**src/design/artbl_pkg.sv**
```systemverilog
// Shared types, codes and defaults for the address reservation guard table.
// Used by every module of the block; depends on nothing.
package artbl_pkg;

    localparam int ENTRY_COUNT_DEF = 64;

    typedef enum logic {
        CMD_RESERVE = 1'b0,
        CMD_SETTLE  = 1'b1
    } cmd_t;

    typedef enum logic [1:0] {
        ST_SUCCESS     = 2'd0,
        ST_ERROR       = 2'd1,
        ST_UNSUPPORTED = 2'd2,
        ST_NO_EFFECT   = 2'd3
    } status_t;

    typedef enum logic [1:0] {
        PH_PENDING   = 2'd0,
        PH_INSTALLED = 2'd1,
        PH_TAINTED   = 2'd2
    } phase_t;

    typedef enum logic [2:0] {
        OC_RESERVED      = 3'd0,
        OC_DUP_PENDING   = 3'd1,
        OC_DUP_INSTALLED = 3'd2,
        OC_DUP_TAINTED   = 3'd3,
        OC_BLOCKED       = 3'd4,
        OC_FULL          = 3'd5
    } outcome_t;

    typedef enum logic [2:0] {
        CS_CLEAR,
        CS_IDLE,
        CS_SCAN,
        CS_FETCH,
        CS_APPLY
    } ctrl_state_t;

    // One table slot as held in the memory word
    typedef struct packed {
        logic        used;
        logic [63:0] address;
        logic [63:0] replacement;
        logic [63:0] original;
        logic [7:0]  backend;
        phase_t      phase;
        logic [63:0] generation;
        logic [63:0] previous;
        logic        has_previous;
    } entry_t;

    typedef struct packed {
        cmd_t        command;
        logic [63:0] address;
        logic [63:0] replacement;
        logic [7:0]  backend_type;
        logic [63:0] token;
        status_t     settle_status;
        logic [63:0] original_value;
    } item_t;

    typedef struct packed {
        outcome_t    outcome;
        logic [63:0] generation;
        logic [63:0] original;
        logic        original_valid;
    } result_t;

    // Scan summary handed from the controller to the update logic
    typedef struct packed {
        logic match_found;
        logic free_found;
    } scan_t;

    // Update decision: write-back and result beat
    typedef struct packed {
        logic    wr_en;
        logic    res_valid;
        result_t res;
        entry_t  ent;
    } upd_t;

endpackage

```
**src/design/artbl_update.sv**
```systemverilog
// Read-modify-write decision for one command on the selected slot.
// Depends on artbl_pkg for entry, item, scan and update types.
module artbl_update (
    input  artbl_pkg::item_t  item,
    input  artbl_pkg::entry_t ent,
    input  artbl_pkg::scan_t  scan,
    output artbl_pkg::upd_t   upd
);
    import artbl_pkg::*;

    logic [63:0] gen_inc;

    assign gen_inc = ent.generation + 64'd1;

    always_comb begin
        upd     = '0;
        upd.ent = ent;
        case (item.command)
            CMD_RESERVE: begin
                upd.res_valid   = 1'b1;
                upd.res.outcome = OC_BLOCKED;
                if (scan.match_found) begin
                    if (ent.replacement == item.replacement) begin
                        // Same replacement already present: report by phase
                        if (ent.phase == PH_PENDING) begin
                            upd.res.outcome = OC_DUP_PENDING;
                        end else begin
                            upd.res.outcome = (ent.phase == PH_INSTALLED) ?
                                              OC_DUP_INSTALLED : OC_DUP_TAINTED;
                            upd.res.original       = ent.original;
                            upd.res.original_valid = 1'b1;
                        end
                    end else if (ent.phase == PH_INSTALLED &&
                                 ent.backend == item.backend_type) begin
                        // Chain the new replacement over the installed one
                        upd.wr_en              = 1'b1;
                        upd.ent.previous       = ent.replacement;
                        upd.ent.has_previous   = 1'b1;
                        upd.ent.replacement    = item.replacement;
                        upd.ent.phase          = PH_PENDING;
                        upd.ent.generation     = gen_inc;
                        upd.res.outcome        = OC_RESERVED;
                        upd.res.generation     = gen_inc;
                    end
                end else if (scan.free_found) begin
                    // Claim the lowest free slot
                    upd.wr_en            = 1'b1;
                    upd.ent.used         = 1'b1;
                    upd.ent.address      = item.address;
                    upd.ent.replacement  = item.replacement;
                    upd.ent.original     = '0;
                    upd.ent.backend      = item.backend_type;
                    upd.ent.phase        = PH_PENDING;
                    upd.ent.previous     = '0;
                    upd.ent.has_previous = 1'b0;
                    upd.ent.generation   = gen_inc;
                    upd.res.outcome      = OC_RESERVED;
                    upd.res.generation   = gen_inc;
                end else begin
                    upd.res.outcome = OC_FULL;
                end
            end
            CMD_SETTLE: begin
                if (scan.match_found && ent.generation == item.token) begin
                    case (item.settle_status)
                        ST_SUCCESS: begin
                            upd.wr_en            = 1'b1;
                            upd.ent.original     = item.original_value;
                            upd.ent.has_previous = 1'b0;
                            upd.ent.phase        = PH_INSTALLED;
                        end
                        ST_ERROR: begin
                            upd.wr_en            = 1'b1;
                            upd.ent.has_previous = 1'b0;
                            upd.ent.phase        = PH_TAINTED;
                        end
                        ST_UNSUPPORTED: begin
                            upd.wr_en = 1'b1;
                            if (ent.phase == PH_PENDING && !ent.has_previous) begin
                                // Release; generation is kept for the next claim
                                upd.ent.used = 1'b0;
                            end else if (ent.phase == PH_PENDING) begin
                                // Restore the chained owner
                                upd.ent.replacement  = ent.previous;
                                upd.ent.has_previous = 1'b0;
                                upd.ent.phase        = PH_INSTALLED;
                            end else begin
                                upd.ent.phase = PH_TAINTED;
                            end
                        end
                        default: begin
                            upd.wr_en = 1'b0;
                        end
                    endcase
                end
            end
            default: begin
                upd.res_valid = 1'b0;
            end
        endcase
    end

endmodule

```
**config.mk**
```make
export PLATFORM = sky130hd
export DESIGN_NAME = artbl_update
export DESIGN_NICKNAME = d
export VERILOG_FILES = /design/src/design/artbl_pkg.sv /design/src/design/artbl_update.sv
export SDC_FILE = /design/constraint.sdc
export NUM_CORES = 1
export LEC_CHECK = 0
export BUFFER_PORTS_ARGS = -buffer_cell sky130_fd_sc_hd__buf_2
export CAP_MARGIN = 5
export CORE_AREA = 4 4 410 412
export DETAILED_ROUTE_END_ITERATION = 8
export DIE_AREA = 0 0 414 416
export GPL_TIMING_DRIVEN = 0
export PLACE_DENSITY = 0.3
export SKIP_LAST_GASP = 1
export SYNTH_ARGS = -nofsm -noshare
export SYNTH_HDL_FRONTEND = slang
export SYNTH_SLANG_ARGS = --single-unit
```
**constraint.sdc**
```tcl
create_clock -name vclk -period 3.7
set_input_delay 0.555 -clock vclk [all_inputs]
set_output_delay 0.555 -clock vclk [all_outputs]
set_load 0.1 [all_outputs]
```
==> metrics.yaml, run 1 <==
run_status:
  status: "finished with violations"
  violations: "setup timing"
synth:
  synthesis.nets: 2210
  syn_inst: 1606
  ys_seq_area_share_pct: 0
  yosysWarnings: 0
  syn_area_mm2: 0.00943
  yosys.cell_types.count: 60
  syn_avg_cell_area_um2: 5.87
critical_path:
  critPathLaunch: "ent[121]"
  end_kind: "primary output"
  path_buf_inv: 6
  path_class: "in -> out"
  arrival_ps: 3420
  cp_common_cell: "buf_12"
  critPathLaunchType: "input port"
  max_stage_delay_ps: 590
  critical_path.cell_chain: "clkbuf_2, xor2_1, nor2_2, nand4_1, or4_4, nor4_4, buf_6, buf_12, buf_12, buf_12, mux2i_4, o21ai_4, buf_12"
  crit_slowest_cell: "or4_4"
  path_depth: 13
  endpoint: "upd[198]"
  required_ps: 3140
  crit_fanout: 7
  critPathTopFamily: "simple AND/OR/NAND/NOR gates"
routing:
  dr.pass1.iters: 6
  totalWireLength_mm: 137
  via_per_inst: 3.47
  routedWlPerCell_um: 27.5
  num_vias: 17300
  drc: 0
  ant_nets: 0
  first_iter_violations: 1098
sta:
  slew_violations: 0
  hold_viol: 0
  fin_ws_ps: -276
  worst_slew_pin_slew_ps: 1300
  rsz0062_at_grt: "true"
  finalCritPeriodShare_pct: 107
  min_period_ps: 3980
  slew_headroom_pct: 13.4
  setup_violations: 192
  fmax_mhz: 251
global_routing:
  grt_overflow_total: 0
  grt_pass1_wl_mm: 171
  grt_max_degree: 12
  antenna_found_initial: 18
  grt_pass1_vias: 17300
  grt_usage_pct: 14.5
power_and_ir_drop:
  switchingPower_mw: 3.62
  powerDensity_mw_per_mm2: 175
  swShare_pct: 68.3
  irDropWorstVdd_mv: 0.117
  combPwrFrac_pct: 100.0
  internal_power_mw: 1.68
  leakage_nw: 12.6
  seq_power_share_pct: 0
  pwr-share-clk_pct: 0
place:
  pre_cts_slack_ps: -2990
  gp_congestion: 0.903
  io_buffers: 1025
  dp_hpwl_mm: 117
  placed_cell_area_mm2: 0.0189
floorplanning:
  core_area_mm2: 0.164
  initial_core_util_pct: 5.74
  num_io_pins: 1067
  row_count: 149
  die_w_um: 414
  die_y_um: 416
  dieArea_mm2: 0.172
finish:
  ff_latch_area_um2: 0
  fin_nets: 3392
  area_growth_pct: 220
  stdcell_area_mm2: 0.0302
  drive_above_1_share_pct: 70.6
  multi_input_area_mm2: 0.0135
  fillCellCount: 18500
  final.clkbuf_count: 0
  seq_cells: 0
job:
  cap_violations: 0
clocking:
  cts-hold-fix-buffers: 0
worst_hold_path:
  hold_class: "in -> out"
worst min-delay path, cell delays in order:
cell and delay [ps]:
buf_12 110, xnor2_2 80, buf_12 170
kinds of logic (layout without fill, tap and decap cells):
logic type,Yosys count,in the layout,synth area share (%)
AO/OA/AOI/OAI,195,195,15.7
XOR/XNOR,227,227,21.1
adder cells (fa/ha/maj),3,3,0.398
buffers and inverters,166,1346,8.36
multiplexers,64,64,6.79
other,0,6,0
AND/OR/NAND/NOR,951,951,47.7
synth_stat cells (23+ instances only):
library cell	number	area, µm²
xnor2_1	141	1230
o21ai_1	60	300
and2_1	64	400
nand4_1	52	325
buf_2	26	130
nor2_1	107	402
nand3_1	99	495
or2_2	66	413
nand2_1	442	1660
nor3_1	33	165
mux2i_1	64	641
o221a_2	64	721
o21ai_0	23	115
xor2_1	86	753
clkbuf_1	104	390
power groups by stage:
stage          sequential [mW]  combinational [mW]     clock, mW
2_1_floorplan                0                2.85             0
3_3_place_gp                 0                4.15             0
3_5_place_dp                 0                4.16             0
4_1_cts                      0                4.81             0
5_1_grt                      0                5.46             0
6_report                     0                5.30  0.0000000641
layout make-up:
cell class                 instances  share of cell area [%]
multi-input combinational       1440                    44.6
buffer                           132                    4.53
timing repair buffer            1195                    41.5
tap                             2189                    9.06
antenna                            6                  0.0497
inverter                          19                   0.261
per-layer routing:
metal,part of all wire (%),GRT usage (%),routed length (µm),vias up
met4,2.3,1.84,3110,4
met2,52,26.7,70800,709
li1,-,-,-,7836
met3,5.2,2.26,7070,90
met1,41,18.1,56000,8631
met5,0.023,0,32,-
how the worst min path moves through the flow:
stage                          from  cells past startpoint  endpoint  slack [ps]
after floorplan            ent[110]                      1  upd[442]        1290
after global placement    item[226]                      4  upd[291]        1570
after detailed placement  item[247]                      4  upd[312]        1570
after CTS                  ent[120]                      3  upd[452]        1500
after global routing       ent[126]                      3  upd[126]        1490
final                      ent[126]                      3  upd[126]        1480
layout by cell type (no fill, tap or decap), types with 18 or more instances in the layout:
cell / n
and2_4: 47
buf_12: 320
buf_2: 613
buf_4: 115
buf_6: 105
buf_8: 44
clkbuf_1: 19
clkbuf_16: 31
clkbuf_2: 39
clkbuf_4: 18
mux2i_4: 56
nand2_1: 351
nand2_2: 34
nand2_4: 57
nand3_1: 89
nand4_1: 52
nor2_1: 39
nor2_2: 37
nor2_4: 32
nor3_4: 23
o21ai_4: 54
o221a_4: 64
or2_2: 64
xnor2_1: 97
xnor2_2: 28
xor2_1: 32
xor2_2: 35
xor2_4: 19
repair_timing:
item	4_1_cts	5_1_grt
gates resized for setup	1380	1045
setup buffers	70	62
pin swaps	99	137
cloned	22	17
setup endpoints to repair	466	461
metrics by stage:
stage | hold slack [ps] | instances | util, % | setup TNS, ps | total power [mW]
CTS | 1500 | 4916 | 15.4 | -79390 | 4.81
global route | 1490 | 4975 | 18.4 | -38500 | 5.46
detailed placement | 1570 | 4828 | 11.5 | -948440 | 4.16
floorplan | 1290 | 1606 | - | -7560 | 2.85
finish | 1480 | 4981 | 18.4 | -26450 | 5.30
global placement | 1570 | 4820 | 11.4 | -1251650 | 4.15
Note: power is estimated with default switching activity, not from simulation.
==> inputs of run 2 (changes only) <==
--- a/config.mk
+++ b/config.mk
@@ -11,6 +11,7 @@
 export DETAILED_ROUTE_END_ITERATION = 8
 export DIE_AREA = 0 0 414 416
 export GPL_TIMING_DRIVEN = 0
+export MAX_ROUTING_LAYER = met4
 export PLACE_DENSITY = 0.3
 export SKIP_LAST_GASP = 1
 export SYNTH_ARGS = -nofsm -noshare
==> run 2 against run 1 <==
- the run still ends with setup timing left
- die area did not move
- global-route usage rose by 0.44 points
- setup slack lost 5.4 ps
- sequential share of layout area unchanged
- hold slack lost 0.67 ps
- maximum frequency fell by 0.13%
- sequential cell count did not move
- via count increased by 2.6%
- critical endpoint is now upd[247]
- highest routed layer is now met4
==> metrics.yaml, run 2 (synthesized netlist as in run 1, its figures left out) <==
floorplanning:
  initial_core_util_pct: 5.74
  num_io_pins: 1067
  die_w_um: 414
  core_area_mm2: 0.164
  die_y_um: 416
  row_count: 149
  dieArea_mm2: 0.172
power_and_ir_drop:
  powerDensity_mw_per_mm2: 170
  leakage_nw: 13.3
  irDropWorstVdd_mv: 0.122
finish:
  ff_latch_area_um2: 0
  area_growth_pct: 231
  stdcell_area_mm2: 0.0312
  drive_above_1_share_pct: 72.3
  fin_nets: 3459
  final_common_cell: "buf_2"
  multi_input_area_mm2: 0.0136
  seq_cells: 0
  final.clkbuf_count: 0
  fillCellCount: 18500
  final_cell_mix: "buf_2 (614), buf_12 (351), nand2_1 (316)"
critical_path:
  required_ps: 3140
  path_class: "in -> out"
  end_kind: "primary output"
  arrival_ps: 3430
  critPathLaunchType: "input port"
  crit_fanout: 10
global_routing:
  grt_pass1_vias: 17400
  grt_overflow_total: 0
  antenna_found_initial: 20
  grt_max_degree: 12
  grt_pass1_wl_mm: 172
  grt_usage_pct: 14.9
worst_hold_path:
  hold_class: "in -> out"
  hold_end: "upd[126]"
  hold_depth: 3
  min_from: "ent[126]"
routing:
  num_vias: 17700
  totalWireLength_mm: 136
  dr.pass1.iters: 5
  first_iter_violations: 959
  via_per_inst: 3.51
  ant_nets: 0
  drc: 0
  routedWlPerCell_um: 27.0
place:
  placed_cell_area_mm2: 0.0189
  dp_hpwl_mm: 117
  io_buffers: 1025
  gp_congestion: 0.918
sta:
  worst_slew_pin_slew_ps: 1250
  fin_ws_ps: -282
  slew_headroom_pct: 16.8
  fmax_mhz: 251
  min_period_ps: 3980
  finalCritPeriodShare_pct: 108
  tns_ps: -29020
  setup_violations: 247
  rsz0062_at_grt: "true"
  slew_violations: 0
  hold_viol: 0
job:
  cap_violations: 0
run_status:
  violations: "setup timing"
  status: "finished with violations"
[run 2: cell types whose count changed in the layout (fill, tap and decap cells not counted), sizes merged]
cell,before,now
buf,1214,1279
clkinvlp,2,1
inv,17,18
clkbuf,113,115
diode,6,11
[run 2: per-stage QoR]
stage | util, % | std cells | hold slack [ps] | setup slack [ps] | power (mW)
finish | 19.0 | 5053 | 1480 | -282 | 5.32
global route | 19.0 | 5050 | 1490 | -365 | 5.49
CTS | 15.9 | 4936 | 1490 | -595 | 4.94
detailed placement | 11.5 | 4826 | 1570 | -3000 | 4.16
global placement | 11.4 | 4820 | 1570 | -4070 | 4.15
floorplan | - | 1606 | 1290 | -602 | 2.85
[run 2: timing repair]
action	in CTS	in global routing
hold buffers	0	0
resized for setup	1510	1102
pin swaps	146	110
setup buffers	94	118
hold endpoints to repair	0	0
gates cloned	20	10
setup endpoints to repair	466	462
[run 2: worst max path at each step]
stage	start	end	slack (ps)
after global routing	item[112]	upd[183]	-370
after CTS	item[266]	upd[325]	-600
after floorplan	ent[120]	upd[196]	-600
after detailed placement	ent[250]	upd[8]	-3000
after global placement	ent[250]	upd[125]	-4070
final	item[147]	upd[247]	-280
[run 2: per-layer routing]
layer	GRT usage, %	part of all wire (%)	vias to the layer above
li1	-	-	7957
met1	18.2	41	8966
met2	26.8	52	715
met3	2.25	5.2	86
met4	1.63	2.0	0
met5	-	0	-
[run 2: area by class of cell]
cell class / instances / share of cell area (%)
tap: 2189 / 8.77
timing repair buffer: 1257 / 42.5
multi-input combinational: 1440 / 43.7
inverter: 19 / 0.241
antenna: 11 / 0.0882
buffer: 137 / 4.75
[run 2: report_power, final]
part	switching, mW	leakage (nW)	internal (mW)
logic	3.63	13.3	1.69
clock network	0	0.0000720	0.000000406
registers	0	0	0
total	3.63	13.3	1.69
[run 2: critical path: stages]
cell       delay (ps)
buf_8             110
xnor2_4           280
nand4_1           310
nor4_1            370
nand4_1           140
buf_6             180
buf_6             140
nand3_4            70
a22oi_2            90
buf_12            180
buf_16            160
buf_12            150
clkbuf_16         160
o221a_2           300
buf_12            170
