===== src/design/artbl_pkg.sv =====
// Shared types, codes and defaults for the address reservation guard table.
// Used by every module of the block; depends on nothing.
package artbl_pkg;

    localparam int ENTRY_COUNT_DEF = 64;

    typedef enum logic {
        CMD_RESERVE = 1'b0,
        CMD_SETTLE  = 1'b1
    } cmd_t;

    typedef enum logic [1:0] {
        ST_SUCCESS     = 2'd0,
        ST_ERROR       = 2'd1,
        ST_UNSUPPORTED = 2'd2,
        ST_NO_EFFECT   = 2'd3
    } status_t;

    typedef enum logic [1:0] {
        PH_PENDING   = 2'd0,
        PH_INSTALLED = 2'd1,
        PH_TAINTED   = 2'd2
    } phase_t;

    typedef enum logic [2:0] {
        OC_RESERVED      = 3'd0,
        OC_DUP_PENDING   = 3'd1,
        OC_DUP_INSTALLED = 3'd2,
        OC_DUP_TAINTED   = 3'd3,
        OC_BLOCKED       = 3'd4,
        OC_FULL          = 3'd5
    } outcome_t;

    typedef enum logic [2:0] {
        CS_CLEAR,
        CS_IDLE,
        CS_SCAN,
        CS_FETCH,
        CS_APPLY
    } ctrl_state_t;

    // One table slot as held in the memory word
    typedef struct packed {
        logic        used;
        logic [63:0] address;
        logic [63:0] replacement;
        logic [63:0] original;
        logic [7:0]  backend;
        phase_t      phase;
        logic [63:0] generation;
        logic [63:0] previous;
        logic        has_previous;
    } entry_t;

    typedef struct packed {
        cmd_t        command;
        logic [63:0] address;
        logic [63:0] replacement;
        logic [7:0]  backend_type;
        logic [63:0] token;
        status_t     settle_status;
        logic [63:0] original_value;
    } item_t;

    typedef struct packed {
        outcome_t    outcome;
        logic [63:0] generation;
        logic [63:0] original;
        logic        original_valid;
    } result_t;

    // Scan summary handed from the controller to the update logic
    typedef struct packed {
        logic match_found;
        logic free_found;
    } scan_t;

    // Update decision: write-back and result beat
    typedef struct packed {
        logic    wr_en;
        logic    res_valid;
        result_t res;
        entry_t  ent;
    } upd_t;

endpackage


===== src/design/artbl_ctrl.sv =====
// Sequencer: clearing pass, table scan, slot fetch, write-back and result register.
// Depends on artbl_pkg; drives artbl_mem and consumes artbl_update's decision.
module artbl_ctrl #(
    parameter int ENTRY_COUNT = artbl_pkg::ENTRY_COUNT_DEF,
    parameter int IDX_W       = 6
) (
    input  logic                 aclk,
    input  logic                 aresetn,
    input  logic                 s_valid,
    output logic                 s_ready,
    input  artbl_pkg::item_t     s_item,
    output logic                 m_valid,
    input  logic                 m_ready,
    output artbl_pkg::result_t   m_result,
    output artbl_pkg::item_t     item_q,
    output artbl_pkg::scan_t     scan_q,
    input  artbl_pkg::upd_t      upd,
    output logic                 mem_rd_en,
    output logic [IDX_W-1:0]     mem_rd_addr,
    input  artbl_pkg::entry_t    mem_rd_data,
    output logic                 mem_wr_en,
    output logic [IDX_W-1:0]     mem_wr_addr,
    output artbl_pkg::entry_t    mem_wr_data
);
    import artbl_pkg::*;

    localparam int CNT_W = $clog2(ENTRY_COUNT + 1);
    localparam logic [CNT_W-1:0] CNT_END  = CNT_W'(ENTRY_COUNT);
    localparam logic [CNT_W-1:0] CNT_LAST = CNT_W'(ENTRY_COUNT - 1);

    ctrl_state_t       state_reg, state_next;
    logic [CNT_W-1:0]  cnt_reg, cnt_next;
    logic              data_vld_reg;
    logic [IDX_W-1:0]  data_idx_reg;
    logic              match_found_reg, match_found_next;
    logic [IDX_W-1:0]  match_idx_reg, match_idx_next;
    logic              free_found_reg, free_found_next;
    logic [IDX_W-1:0]  free_idx_reg, free_idx_next;
    item_t             item_reg;
    logic              m_valid_reg, m_valid_next;
    result_t           m_result_reg;

    logic              accept;
    logic              advance;
    logic              scan_rd;
    logic [IDX_W-1:0]  cnt_idx;
    logic [IDX_W-1:0]  sel_idx;

    assign accept  = s_valid && s_ready;
    assign advance = !upd.res_valid || !m_valid_reg || m_ready;
    assign scan_rd = (state_reg == CS_SCAN) && (cnt_reg != CNT_END);
    assign cnt_idx = cnt_reg[IDX_W-1:0];
    assign sel_idx = match_found_reg ? match_idx_reg : free_idx_reg;

    // Next state
    always_comb begin
        state_next = state_reg;
        case (state_reg)
            CS_CLEAR: if (cnt_reg == CNT_LAST) state_next = CS_IDLE;
            CS_IDLE:  if (s_valid)             state_next = CS_SCAN;
            CS_SCAN:  if (cnt_reg == CNT_END)  state_next = CS_FETCH;
            CS_FETCH:                          state_next = CS_APPLY;
            CS_APPLY: if (advance)             state_next = CS_IDLE;
            default:                           state_next = CS_CLEAR;
        endcase
    end

    // Outputs and memory port control
    always_comb begin
        s_ready     = 1'b0;
        mem_rd_en   = 1'b0;
        mem_rd_addr = cnt_idx;
        mem_wr_en   = 1'b0;
        mem_wr_addr = sel_idx;
        mem_wr_data = upd.ent;
        case (state_reg)
            CS_CLEAR: begin
                mem_wr_en   = 1'b1;
                mem_wr_addr = cnt_idx;
                mem_wr_data = '0;
            end
            CS_IDLE: begin
                s_ready = 1'b1;
            end
            CS_SCAN: begin
                mem_rd_en = scan_rd;
            end
            CS_FETCH: begin
                mem_rd_en   = 1'b1;
                mem_rd_addr = sel_idx;
            end
            CS_APPLY: begin
                mem_wr_en = advance && upd.wr_en;
            end
            default: begin
                s_ready = 1'b0;
            end
        endcase
    end

    // Counter: clearing sweep and scan read index
    always_comb begin
        cnt_next = cnt_reg;
        if (accept) begin
            cnt_next = '0;
        end else if (state_reg == CS_CLEAR || state_reg == CS_SCAN) begin
            cnt_next = cnt_reg + CNT_W'(1);
        end
    end

    // Track first matching used slot and first free slot
    always_comb begin
        match_found_next = match_found_reg;
        match_idx_next   = match_idx_reg;
        free_found_next  = free_found_reg;
        free_idx_next    = free_idx_reg;
        if (accept) begin
            match_found_next = 1'b0;
            free_found_next  = 1'b0;
        end else if (data_vld_reg) begin
            if (mem_rd_data.used && mem_rd_data.address == item_reg.address &&
                !match_found_reg) begin
                match_found_next = 1'b1;
                match_idx_next   = data_idx_reg;
            end
            if (!mem_rd_data.used && !free_found_reg) begin
                free_found_next = 1'b1;
                free_idx_next   = data_idx_reg;
            end
        end
    end

    // Result register: load in the apply step of a reserve, drop when taken
    always_comb begin
        m_valid_next = m_valid_reg;
        if (m_ready) begin
            m_valid_next = 1'b0;
        end
        if (state_reg == CS_APPLY && advance && upd.res_valid) begin
            m_valid_next = 1'b1;
        end
    end

    always_ff @(posedge aclk) begin
        if (!aresetn) begin
            state_reg       <= CS_CLEAR;
            cnt_reg         <= '0;
            data_vld_reg    <= 1'b0;
            match_found_reg <= 1'b0;
            free_found_reg  <= 1'b0;
            m_valid_reg     <= 1'b0;
        end else begin
            state_reg       <= state_next;
            cnt_reg         <= cnt_next;
            data_vld_reg    <= scan_rd;
            match_found_reg <= match_found_next;
            free_found_reg  <= free_found_next;
            m_valid_reg     <= m_valid_next;
        end
    end

    // Payload registers
    always_ff @(posedge aclk) begin
        data_idx_reg  <= cnt_idx;
        match_idx_reg <= match_idx_next;
        free_idx_reg  <= free_idx_next;
        if (accept) begin
            item_reg <= s_item;
        end
        if (state_reg == CS_APPLY && advance && upd.res_valid) begin
            m_result_reg <= upd.res;
        end
    end

    assign m_valid  = m_valid_reg;
    assign m_result = m_result_reg;
    assign item_q   = item_reg;
    assign scan_q   = '{match_found: match_found_reg, free_found: free_found_reg};

endmodule


===== config.mk =====
export PLATFORM = sky130hd
export DESIGN_NAME = artbl_ctrl
export DESIGN_NICKNAME = d
export VERILOG_FILES = /design/src/design/artbl_pkg.sv /design/src/design/artbl_ctrl.sv
export SDC_FILE = /design/constraint.sdc
export NUM_CORES = 1
export LEC_CHECK = 0
export BUFFER_PORTS_ARGS = -buffer_cell sky130_fd_sc_hd__clkbuf_2
export CORE_AREA = 2 2 714 716
export DETAILED_ROUTE_END_ITERATION = 16
export DIE_AREA = 0 0 716 718
export PLACE_DENSITY_LB_ADDON = 0.08
export SYNTH_ARGS = -nofsm -noshare
export SYNTH_HDL_FRONTEND = slang
export SYNTH_SLANG_ARGS = --single-unit
export TNS_END_PERCENT = 30

===== constraint.sdc =====
create_clock -name aclk -period 12.35 [get_ports aclk]
set_input_delay 3.0875 -clock aclk [delete_from_list [all_inputs] [get_ports aclk]]
set_output_delay 3.0875 -clock aclk [all_outputs]
set_load 0.05 [all_outputs]

==> results of run 1 <==
worst register-to-register path, delay by kind of cell, from the launching register on:
family                 cells  cell delay [ns]
flip-flops                 1             0.51
XOR/XNOR                   1             0.83
buffers and inverters      1             0.26
AND/OR/NAND/NOR            4             2.48
metrics by stage:
stage	cells	hold WS (ns)	instance area [um2]
2_1_floorplan	1043	0.332	16500
3_3_place_gp	9293	0.406	32700
3_5_place_dp	9293	0.412	32700
4_1_cts	9419	0.423	35100
5_1_grt	9425	0.427	35100
6_report	9486	0.424	35200
final timing paths:
check	cells past startpoint	end	from
max reg2reg	6	match_idx_reg[0]	item_q[259]
max	6	mem_wr_data[325]	state_reg[2]
min	0	match_idx_reg[1]	data_idx_reg[1]
min reg2reg	0	match_idx_reg[1]	data_idx_reg[1]
cell type report:
type / count / share of cell area, %
well taps: 6732 / 23.9
clock inverters: 30 / 0.945
multi-input cells: 548 / 10.1
flip-flops and latches: 431 / 36.2
diodes: 67 / 0.476
inverters: 17 / 0.181
repair buffers: 1565 / 22.4
clock buffers: 96 / 5.79
synth_stat cells, drive strengths merged:
master   number
a21boi        2
a21oi        10
a31oi         2
and2        333
and2b         1
and3          1
and3b         1
and4          1
buf           6
clkbuf       41
dfxtp        20
edfxtp      411
ha            2
inv          17
mux2i         6
nand2        12
nand2b       37
nand3         7
nand4        24
nand4b        1
nor2         18
nor2b         2
nor3          6
nor3b         2
nor4          7
nor4b         1
o2111ai       8
o21ai         8
o21bai        1
o221ai        1
o22ai         1
or3           1
or4           1
or4b          2
xnor2        41
xor2          8
power breakdown:
group	leakage, uW	internal [uW]	total, uW	switching [uW]
sequential	0.00386	1600	1600	2.80
combinational	0.00818	99.7	195	95.2
clock	0.00115	1300	2180	877
total	0.0132	3010	3980	975
per-layer routing:
metal	vias to the layer above	wire length, um
li1	7012	-
met1	7928	92500
met2	1313	132000
met3	586	33700
met4	176	5810
met5	-	1150
logic make-up (layout without fill, tap and decap cells):
group                    after synthesis  after routing
other                                  0             67
buffers and inverters                 64           1708
flip-flops                           431            431
multiplexers                           6              6
XOR/XNOR                              49             49
AND/OR/NAND/NOR                      458            458
AO/OA/AOI/OAI                         33             33
adder cells (fa/ha/maj)                2              2
==> flow_summary.yaml, run 1 <==
timing:
  finalCriticalPeriod_ns: 7.42
  slew_headroom_pct: 27.7
  min_period_over_period_pct: 60.1
  fin_skew_ns: 0.163
  hold_violations: 0
  max_freq_ghz: 0.135
  setup_ws_ns: 4.93
  rsz0062_at_grt: "false"
  tightestPinTransition_ns: 1.08
  setup_violations: 0
  drv_slew: 0
  fin_tns_setup_ns: 0
finish:
  regArea_um2: 12700
  multi_input_area_um2: 3560
  n_fill_cell: 59500
  utilization_pct: 6.95
  largest_reg_flops: 267
  drive_above_1_share_pct: 62.2
  nets: 3712
  mostFrequentLayoutCell: "clkbuf_2"
  syn2layout_area_growth_pct: 113
  final_cell_mix: "1550 x clkbuf_2, 411 x edfxtp_1, 332 x and2_1, 79 x clkbuf_16, 40 x xnor2_1"
floorplanning:
  coreArea_um2: 507000
  die_y_um: 718
  initial_utilization_pct: 3.26
  io_pins: 1818
  die_w_um: 716
  rows: 262
  die-area_um2: 514000
synth:
  synth-seq-cells: 431
  synth_top_family_by_area: "simple AND/OR/NAND/NOR gates"
  synth_compound_gate_area_share_pct: 1.27
  ys.warnings.count: 0
  synth_cell_types: 41
  syn_inst: 1043
  synth_area_per_cell_um2: 15.9
  synth.largest_area_cell: "edfxtp_1"
  synth_xor_area_share_pct: 2.59
  synthAdderAreaFrac_pct: 0.151
  synth_nets: 2114
  ys_seq_area_share_pct: 77.0
  synthMuxAreaShare_pct: 0.363
  synth.area.top_cells: "edfxtp_1 75%, and2_1 13%, dfxtp_1 2.4%"
  syn_area_um2: 16500
  yosysTopAreaCellShare_pct: 74.6
  yosys.area_share.simple_pct: 17.0
clock_tree:
  cts_root_buf: "clkbuf_16"
  post_cts_buffers: 0
  clk_pin_slew_worst_paths_ns: 0.06
  cts_tree: "yes"
  cts_max_level: 3
  clockBufferDepth: 4
  cts-resized-gates: 0
  clock_latency_ns: 0.85
  cts_hold_buf: 0
  cts_buffers: 78
  clkSinkCount: 431
grt:
  overflow: 0
  grt_antenna_before_repair: 328
  grt_pass1_vias: 17600
  track_usage_pct: 9.97
  grt_util_met2_pct: 17.8
  busiest_layer: "met2"
  grt_max_degree: 127
  grt_pass1_wl_um: 308000
  grtUsageMet1_pct: 9.99
  use_met3_pct: 6.07
power_and_ir_drop:
  p_leak_uw: 0.0132
  vdd_ir_drop_max_v: 0.0000977
  total_power_uw: 3980
  p_per_area_nw_per_um2: 113
placed_design:
  port_buffers: 1550
  hpwlAfterDp_um: 242000
  dp_slack_ns: 5.11
  gp_routability_congestion: 0.930
detailed_routing:
  drtAntennaViolNets: 0
  via_per_inst: 1.79
  drt_first_iter_violations: 869
  vias: 17000
  dr.pass1.iters: 5
  avgRoutedWirePerCell_um: 27.9
  routed_wirelength_um: 265000
  drc: 0
worst_setup_path:
  cp-end-kind: "output pin"
  cpMostUsedCell: "buf_4"
  path_cells: "nor2_1 > nand2_4 > buf_4 > buf_4 > and2_1 > clkbuf_2"
  crit_path_max_incr_delay_ns: 0.62
  cp.arrival_ns: 4.34
  start_kind: "flip-flop"
  path_buf_inv: 3
  cp_top_family: "buffers and inverters"
  critical_path_required_ns: 9.26
  slowest_stage: "and2_1"
  rrSetupSlack_ns: 7.89
  crit_type: "flip-flop to output pin"
  worstPathMaxFanout: 56
flow_run:
  maxCapViolations: 0
run_status:
  status: "complete, no violations"
hold_path:
  min_path_type: "flip-flop to flip-flop"
Note: power is estimated with default switching activity, not from simulation.
==> inputs of run 2 (changes only) <==
--- a/config.mk
+++ b/config.mk
@@ -5,10 +5,11 @@
 export SDC_FILE = /design/constraint.sdc
 export NUM_CORES = 1
 export LEC_CHECK = 0
+export ABC_AREA = 1
 export BUFFER_PORTS_ARGS = -buffer_cell sky130_fd_sc_hd__clkbuf_2
-export CORE_AREA = 2 2 714 716
+export CORE_AREA = 2 2 717 719
 export DETAILED_ROUTE_END_ITERATION = 16
-export DIE_AREA = 0 0 716 718
+export DIE_AREA = 0 0 719 721
 export PLACE_DENSITY_LB_ADDON = 0.08
 export SYNTH_ARGS = -nofsm -noshare
 export SYNTH_HDL_FRONTEND = slang
==> constraint.sdc (replaced) <==
create_clock -name aclk -period 5.97 [get_ports aclk]
set_input_delay 1.4925 -clock aclk [delete_from_list [all_inputs] [get_ports aclk]]
set_output_delay 1.4925 -clock aclk [all_outputs]
set_load 0.05 [all_outputs]
==> run 2 against run 1 <==
  * Register-to-register slack worse by 5.0 ns
  * Power up 110%
  * Worst setup slack worse by 3.5 ns
  * Critical path type unchanged
==> flow_summary.yaml, run 2 <==
synth:
  yosysTopAreaCellShare_pct: 71.6
  syn_inst: 1540
  synth-seq-cells: 431
  ys_seq_area_share_pct: 73.9
  synth_area_per_cell_um2: 11.2
  synth_common_cells: "416 x inv_1, 411 x edfxtp_1, 402 x nor2_1"
  synth.largest_area_cell: "edfxtp_1"
  syn_area_um2: 17200
  synth-edff-count: 411
  synth.most_common_cell: "inv_1"
  synth_cell_types: 23
  synth_flop_cell: "edfxtp_1"
  synth_nets: 2611
  synth.area.top_cells: "edfxtp_1 72%, inv_1 9.1%, nor2_1 8.7%"
  async_flop_share_pct: 0
  ys.warnings.count: 0
clock_tree:
  cts_root_buf: "clkbuf_16"
  cts_buffers: 72
  cts-resized-gates: 0
  post_cts_buffers: 0
  cts_max_level: 3
  clk_pin_slew_worst_paths_ns: 0.06
  clockBufferDepth: 3
  cts_hold_buf: 0
  cts_tree: "yes"
  clock_latency_ns: 0.68
  clkSinkCount: 431
floorplanning:
  die_y_um: 721
  die_w_um: 719
  die-area_um2: 518000
  rows: 263
  io_pins: 1818
  initial_utilization_pct: 3.38
  coreArea_um2: 511000
power_and_ir_drop:
  vdd_ir_drop_max_v: 0.000208
  p_per_area_nw_per_um2: 236
  p_leak_uw: 0.0154
grt:
  grt_max_degree: 115
  overflow: 0
  grt_pass1_vias: 19600
  grt_antenna_before_repair: 290
  grt_pass1_wl_um: 293000
  track_usage_pct: 9.23
placed_design:
  hpwlAfterDp_um: 225000
  dp_slack_ns: 1.42
  gp_routability_congestion: 0.873
  port_buffers: 1550
detailed_routing:
  drtAntennaViolNets: 0
  drc: 0
  avgRoutedWirePerCell_um: 24.9
  via_per_inst: 1.87
  dr.pass1.iters: 4
  drt_first_iter_violations: 851
  vias: 18600
  routed_wirelength_um: 248000
finish:
  drive_above_1_share_pct: 52.8
  multi_input_area_um2: 2650
  nets: 4211
  n_fill_cell: 60200
  regArea_um2: 12700
  final_cell_mix: "1550 x clkbuf_2, 416 x inv_1, 411 x edfxtp_1, 402 x nor2_1, 158 x nand2_1"
  largest_reg_flops: 267
  syn2layout_area_growth_pct: 108
  mostFrequentLayoutCell: "clkbuf_2"
  utilization_pct: 7.03
timing:
  drv_slew: 0
  max_freq_ghz: 0.218
  fin_skew_ns: 0.0338
  tightestPinTransition_ns: 1.20
  finalCriticalPeriod_ns: 4.58
  rsz0062_at_grt: "false"
  min_period_over_period_pct: 76.7
  slew_headroom_pct: 19.9
  hold_ws_ns: 0.398
  hold_violations: 0
  setup_ws_ns: 1.39
  setup_violations: 0
worst_setup_path:
  worst_setup_path_startpoint: "state_reg[0]"
  rr_endpoint: "match_idx_reg[5]"
  critical_path_required_ns: 4.48
  worstPathMaxFanout: 71
  r2r_start: "item_q[212]"
  reg2reg_depth: 11
  start_kind: "flip-flop"
  crit_end: "mem_wr_data[67]"
  cp-end-kind: "output pin"
  rrSetupSlack_ns: 2.90
  cp.arrival_ns: 3.09
  crit_type: "flip-flop to output pin"
run_status:
  status: "complete, no violations"
hold_path:
  hp-start: "cnt_reg[1]"
  min_path_type: "flip-flop to flip-flop"
flow_run:
  maxCapViolations: 0
run 2: cell types whose count changed in the layout (fill, tap and decap cells not counted), moves of 7 or more:
cell and delta:
clkbuf_1 -8, nand2b_1 -37, inv_2 +9, o2111ai_1 -8, nand2_1 +147, nor4_1 -7
inv_1 +399, o21ai_0 +11, diode_2 -32, xnor2_1 -29, nand4_1 -22, and2_1 -332
nor2_1 +386, o21ai_1 +12
run 2: area by class of cell:
| cell class | count | area share (%) |
|---|---|---|
| repair buffers | 1566 | 22.2 |
| inverters | 425 | 4.44 |
| clock buffers | 83 | 5.25 |
| diodes | 35 | 0.244 |
| clock inverters | 47 | 1.49 |
| flip-flops and latches | 431 | 35.5 |
| multi-input cells | 644 | 7.36 |
| well taps | 6757 | 23.5 |
run 2: how the worst min path moves through the flow:
stage | end | slack (ns) | depth (start not counted)
2_1_floorplan | data_idx_reg[1] | 0.37 | 0
6_report | data_idx_reg[1] | 0.40 | 0
3_5_place_dp | data_idx_reg[1] | 0.40 | 0
5_1_grt | data_idx_reg[1] | 0.42 | 0
4_1_cts | data_idx_reg[1] | 0.41 | 0
3_3_place_gp | data_idx_reg[1] | 0.40 | 0
run 2: stage by stage:
stage                     cell area [um2]  total power (uW)  TNS (ns)  cells
after floorplan                     17300              3470     -9.58   1540
after global placement              33400              3930         0   9823
after detailed placement            33400              3930         0   9823
after CTS                           35800              8890         0   9953
after global routing                35900              8930         0   9966
final                               35900              8470         0   9988
run 2: routing by layer:
layer  GRT usage, %  vias up  wire, um
li1               -     7990         -
met1           8.49     8675     80100
met2           17.6     1344    131000
met3           5.18      554     29500
met4           1.90       86      7030
met5              0        -       559
run 2: critical path, stage by stage (launching register included):
cell and delay (ns):
dfxtp_1 0.34, nor2_1 0.24, inv_2 0.11, nor2_4 0.50
buf_4 0.33, buf_12 0.28, nor2_1 0.20, clkbuf_2 0.28
run 2: where the power goes:
group / switching, uW / internal (uW) / total, uW / leakage [uW]
combinational: 298 / 219 / 517 / 0.0103
clock: 1900 / 2740 / 4640 / 0.00117
sequential: 3.49 / 3310 / 3310 / 0.00386
total: 2200 / 6270 / 8470 / 0.0154
run 2: cells by family (layout without fill, tap and decap cells):
kind of cell / Yosys count / count (layout) / synth area share (%)
buffers and inverters: 465 / 2121 / 10.9
xor gates and xnor gates: 13 / 13 / 0.660
other: 0 / 35 / 0
adders and majority gates: 2 / 2 / 0.145
and+or+nand+nor: 582 / 582 / 13.0
DFF: 431 / 431 / 73.9
AOI/OAI and AO/OA: 47 / 47 / 1.41
==> inputs of run 3 (changes only) <==
--- a/config.mk
+++ b/config.mk
@@ -7,9 +7,9 @@
 export LEC_CHECK = 0
 export ABC_AREA = 1
 export BUFFER_PORTS_ARGS = -buffer_cell sky130_fd_sc_hd__clkbuf_2
-export CORE_AREA = 2 2 717 719
+export CORE_AREA = 2 2 707 709
 export DETAILED_ROUTE_END_ITERATION = 16
-export DIE_AREA = 0 0 719 721
+export DIE_AREA = 0 0 709 711
 export PLACE_DENSITY_LB_ADDON = 0.08
 export SYNTH_ARGS = -nofsm -noshare
 export SYNTH_HDL_FRONTEND = slang
==> constraint.sdc (replaced) <==
create_clock -name aclk -period 4.36 [get_ports aclk]
set_input_delay 1.09 -clock aclk [delete_from_list [all_inputs] [get_ports aclk]]
set_output_delay 1.09 -clock aclk [all_outputs]
set_load 0.05 [all_outputs]
==> run 3 against run 2 <==
  * Clock power rose by 28%
  * Die area fell by 2.8%
  * Design area fell by 0.63%
  * Clock-buffer cell count rose by 4
  * Worst setup slack got worse by 1.3 ns
  * Sequential power rose by 37%
  * Non-clock buffer count rose by 8
  * Flip-flop and latch count did not move
  * Register-to-register slack got worse by 1.1 ns
  * Highest routed layer unchanged
==> flow_summary.yaml, run 3 (synthesis results as in run 2) <==
hold_path:
  min_path_type: "flip-flop to flip-flop"
clock_tree:
  clkSinkCount: 431
  clk_pin_slew_worst_paths_ns: 0.05
  cts_tree: "yes"
  cts-resized-gates: 0
  cts_buffers: 69
  clockBufferDepth: 3
  cts_hold_buf: 0
  cts_max_level: 3
  cts_root_buf: "clkbuf_16"
  post_cts_buffers: 0
  clock_latency_ns: 0.71
timing:
  slew_headroom_pct: 36.8
  setup_ws_ns: 0.0973
  fin_tns_setup_ns: 0
  max_freq_ghz: 0.235
  finalCriticalPeriod_ns: 4.26
  rsz0062_at_grt: "false"
  drv_slew: 0
  min_period_over_period_pct: 97.8
  hold_violations: 0
  setup_violations: 0
  tightestPinTransition_ns: 0.948
  fin_skew_ns: 0.0296
grt:
  grt_pass1_wl_um: 284000
  grt_pass1_vias: 19900
  grt_max_degree: 128
  track_usage_pct: 9.21
  overflow: 0
  grt_antenna_before_repair: 256
worst_setup_path:
  crit_end: "mem_wr_data[281]"
  cp_top_family: "simple AND/OR/NAND/NOR gates"
  reg2reg_depth: 10
  rr_endpoint: "match_idx_reg[2]"
  critical_path_required_ns: 3.27
  worst-path-stages: 6
  cp-end-kind: "output pin"
  cp.arrival_ns: 3.17
  worst_setup_path_startpoint: "state_reg[1]"
  slowest_stage: "nor2_1"
  crit_path_max_incr_delay_ns: 0.85
  crit_type: "flip-flop to output pin"
  path_cells: "nor2_1 > inv_2 > nor2_4 > buf_12 > nor2_1 > clkbuf_2"
  cpMostUsedCell: "nor2_1"
  rrSetupSlack_ns: 1.79
  path_buf_inv: 3
  start_kind: "flip-flop"
  r2r_start: "match_found_reg"
  worstPathMaxFanout: 127
finish:
  nets: 4216
  largest_reg_flops: 267
  design_area_um2: 35700
  drive_above_1_share_pct: 53.1
  n_fill_cell: 58400
  multi_input_area_um2: 2660
  mostFrequentLayoutCell: "clkbuf_2"
  syn2layout_area_growth_pct: 107
  regArea_um2: 12700
  final_cell_mix: "1550 x clkbuf_2, 415 x inv_1, 411 x edfxtp_1, 402 x nor2_1, 158 x nand2_1"
  fin_cells: 9880
placed_design:
  gp_routability_congestion: 0.858
  dp_slack_ns: 0.796
  hpwlAfterDp_um: 218000
  placed_cells: 9729
  placed_area_um2: 33400
  port_buffers: 1550
floorplanning:
  die_w_um: 709
  coreArea_um2: 496000
  io_pins: 1818
  initial_utilization_pct: 3.48
  rows: 259
  die_y_um: 711
  die-area_um2: 504000
power_and_ir_drop:
  p_leak_uw: 0.0153
  vdd_ir_drop_max_v: 0.000269
  p_sw_share_pct: 26.4
  power.share.sequential_pct: 40.7
  power.share.clock_pct: 53.2
  p_comb_share_pct: 6.1
  total_power_uw: 11200
  p_per_area_nw_per_um2: 312
  p_int_uw: 8210
  power_switching_uw: 2950
detailed_routing:
  routed_wirelength_um: 241000
  vias: 18500
  dr.pass1.iters: 7
  drtAntennaViolNets: 0
  avgRoutedWirePerCell_um: 24.3
  via_per_inst: 1.88
  drc: 0
  drt_first_iter_violations: 852
run_status:
  status: "complete, no violations"
flow_run:
  maxCapViolations: 0
-- run 3: changes by cell type in the layout (fill, tap and decap cells not counted), sizes merged --
cell | before | now
buf | 16 | 24
diode | 35 | 28
bufinv | 11 | 5
clkbuf | 1633 | 1637
clkinvlp | 5 | 2
clkinv | 27 | 26
inv | 429 | 428
-- run 3: area by class of cell --
class	instances	share of cell area (%)
flip-flops and latches	431	35.7
well taps	6655	23.3
repair buffers	1574	22.5
inverters	425	4.48
clock buffers	87	5.26
clock inverters	36	1.06
multi-input cells	644	7.46
diodes	28	0.196
-- run 3: worst min-delay path by stage --
| stage | start | end | slack, ns | cells past startpoint |
|---|---|---|---|---|
| after floorplan | cnt_reg[1] | data_idx_reg[1] | 0.37 | 0 |
| after global placement | cnt_reg[0] | data_idx_reg[0] | 0.41 | 0 |
| after detailed placement | cnt_reg[0] | data_idx_reg[0] | 0.41 | 0 |
| after CTS | cnt_reg[0] | data_idx_reg[0] | 0.39 | 0 |
| after global routing | cnt_reg[1] | data_idx_reg[1] | 0.40 | 0 |
| final | cnt_reg[1] | data_idx_reg[1] | 0.39 | 0 |
-- run 3: worst register-to-register path, delay by kind of cell, from the launching register on --
family                 cells  cell delay, ns
buffers and inverters      2            0.44
flip-flops                 1            0.44
AND/OR/NAND/NOR            8            1.39
-- run 3: per-layer routing --
metal,share of wire [%],GRT usage (%),routed length [um]
met1,32,8.43,76300
met2,52,17.4,125000
met3,12,4.85,29400
met4,3.8,2.82,9110
met5,0.22,0,522
-- run 3: stage by stage --
stage / hold slack [ns] / util [%]
CTS: 0.388 / 7.18
detailed placement: 0.408 / 6.73
floorplan: 0.368 / -
global route: 0.400 / 7.19
finish: 0.395 / 7.20
global placement: 0.406 / 6.73
-- run 3: power by group through the flow --
stage               Sequential, uW  Clock (uW)  Combinational [uW]
floorplan                     4620           0                 122
global route                  4540        6440                 761
CTS                           4540        6430                 714
detailed placement            4630           0                 711
global placement              4630           0                 716
finish                        4540        5930                 683
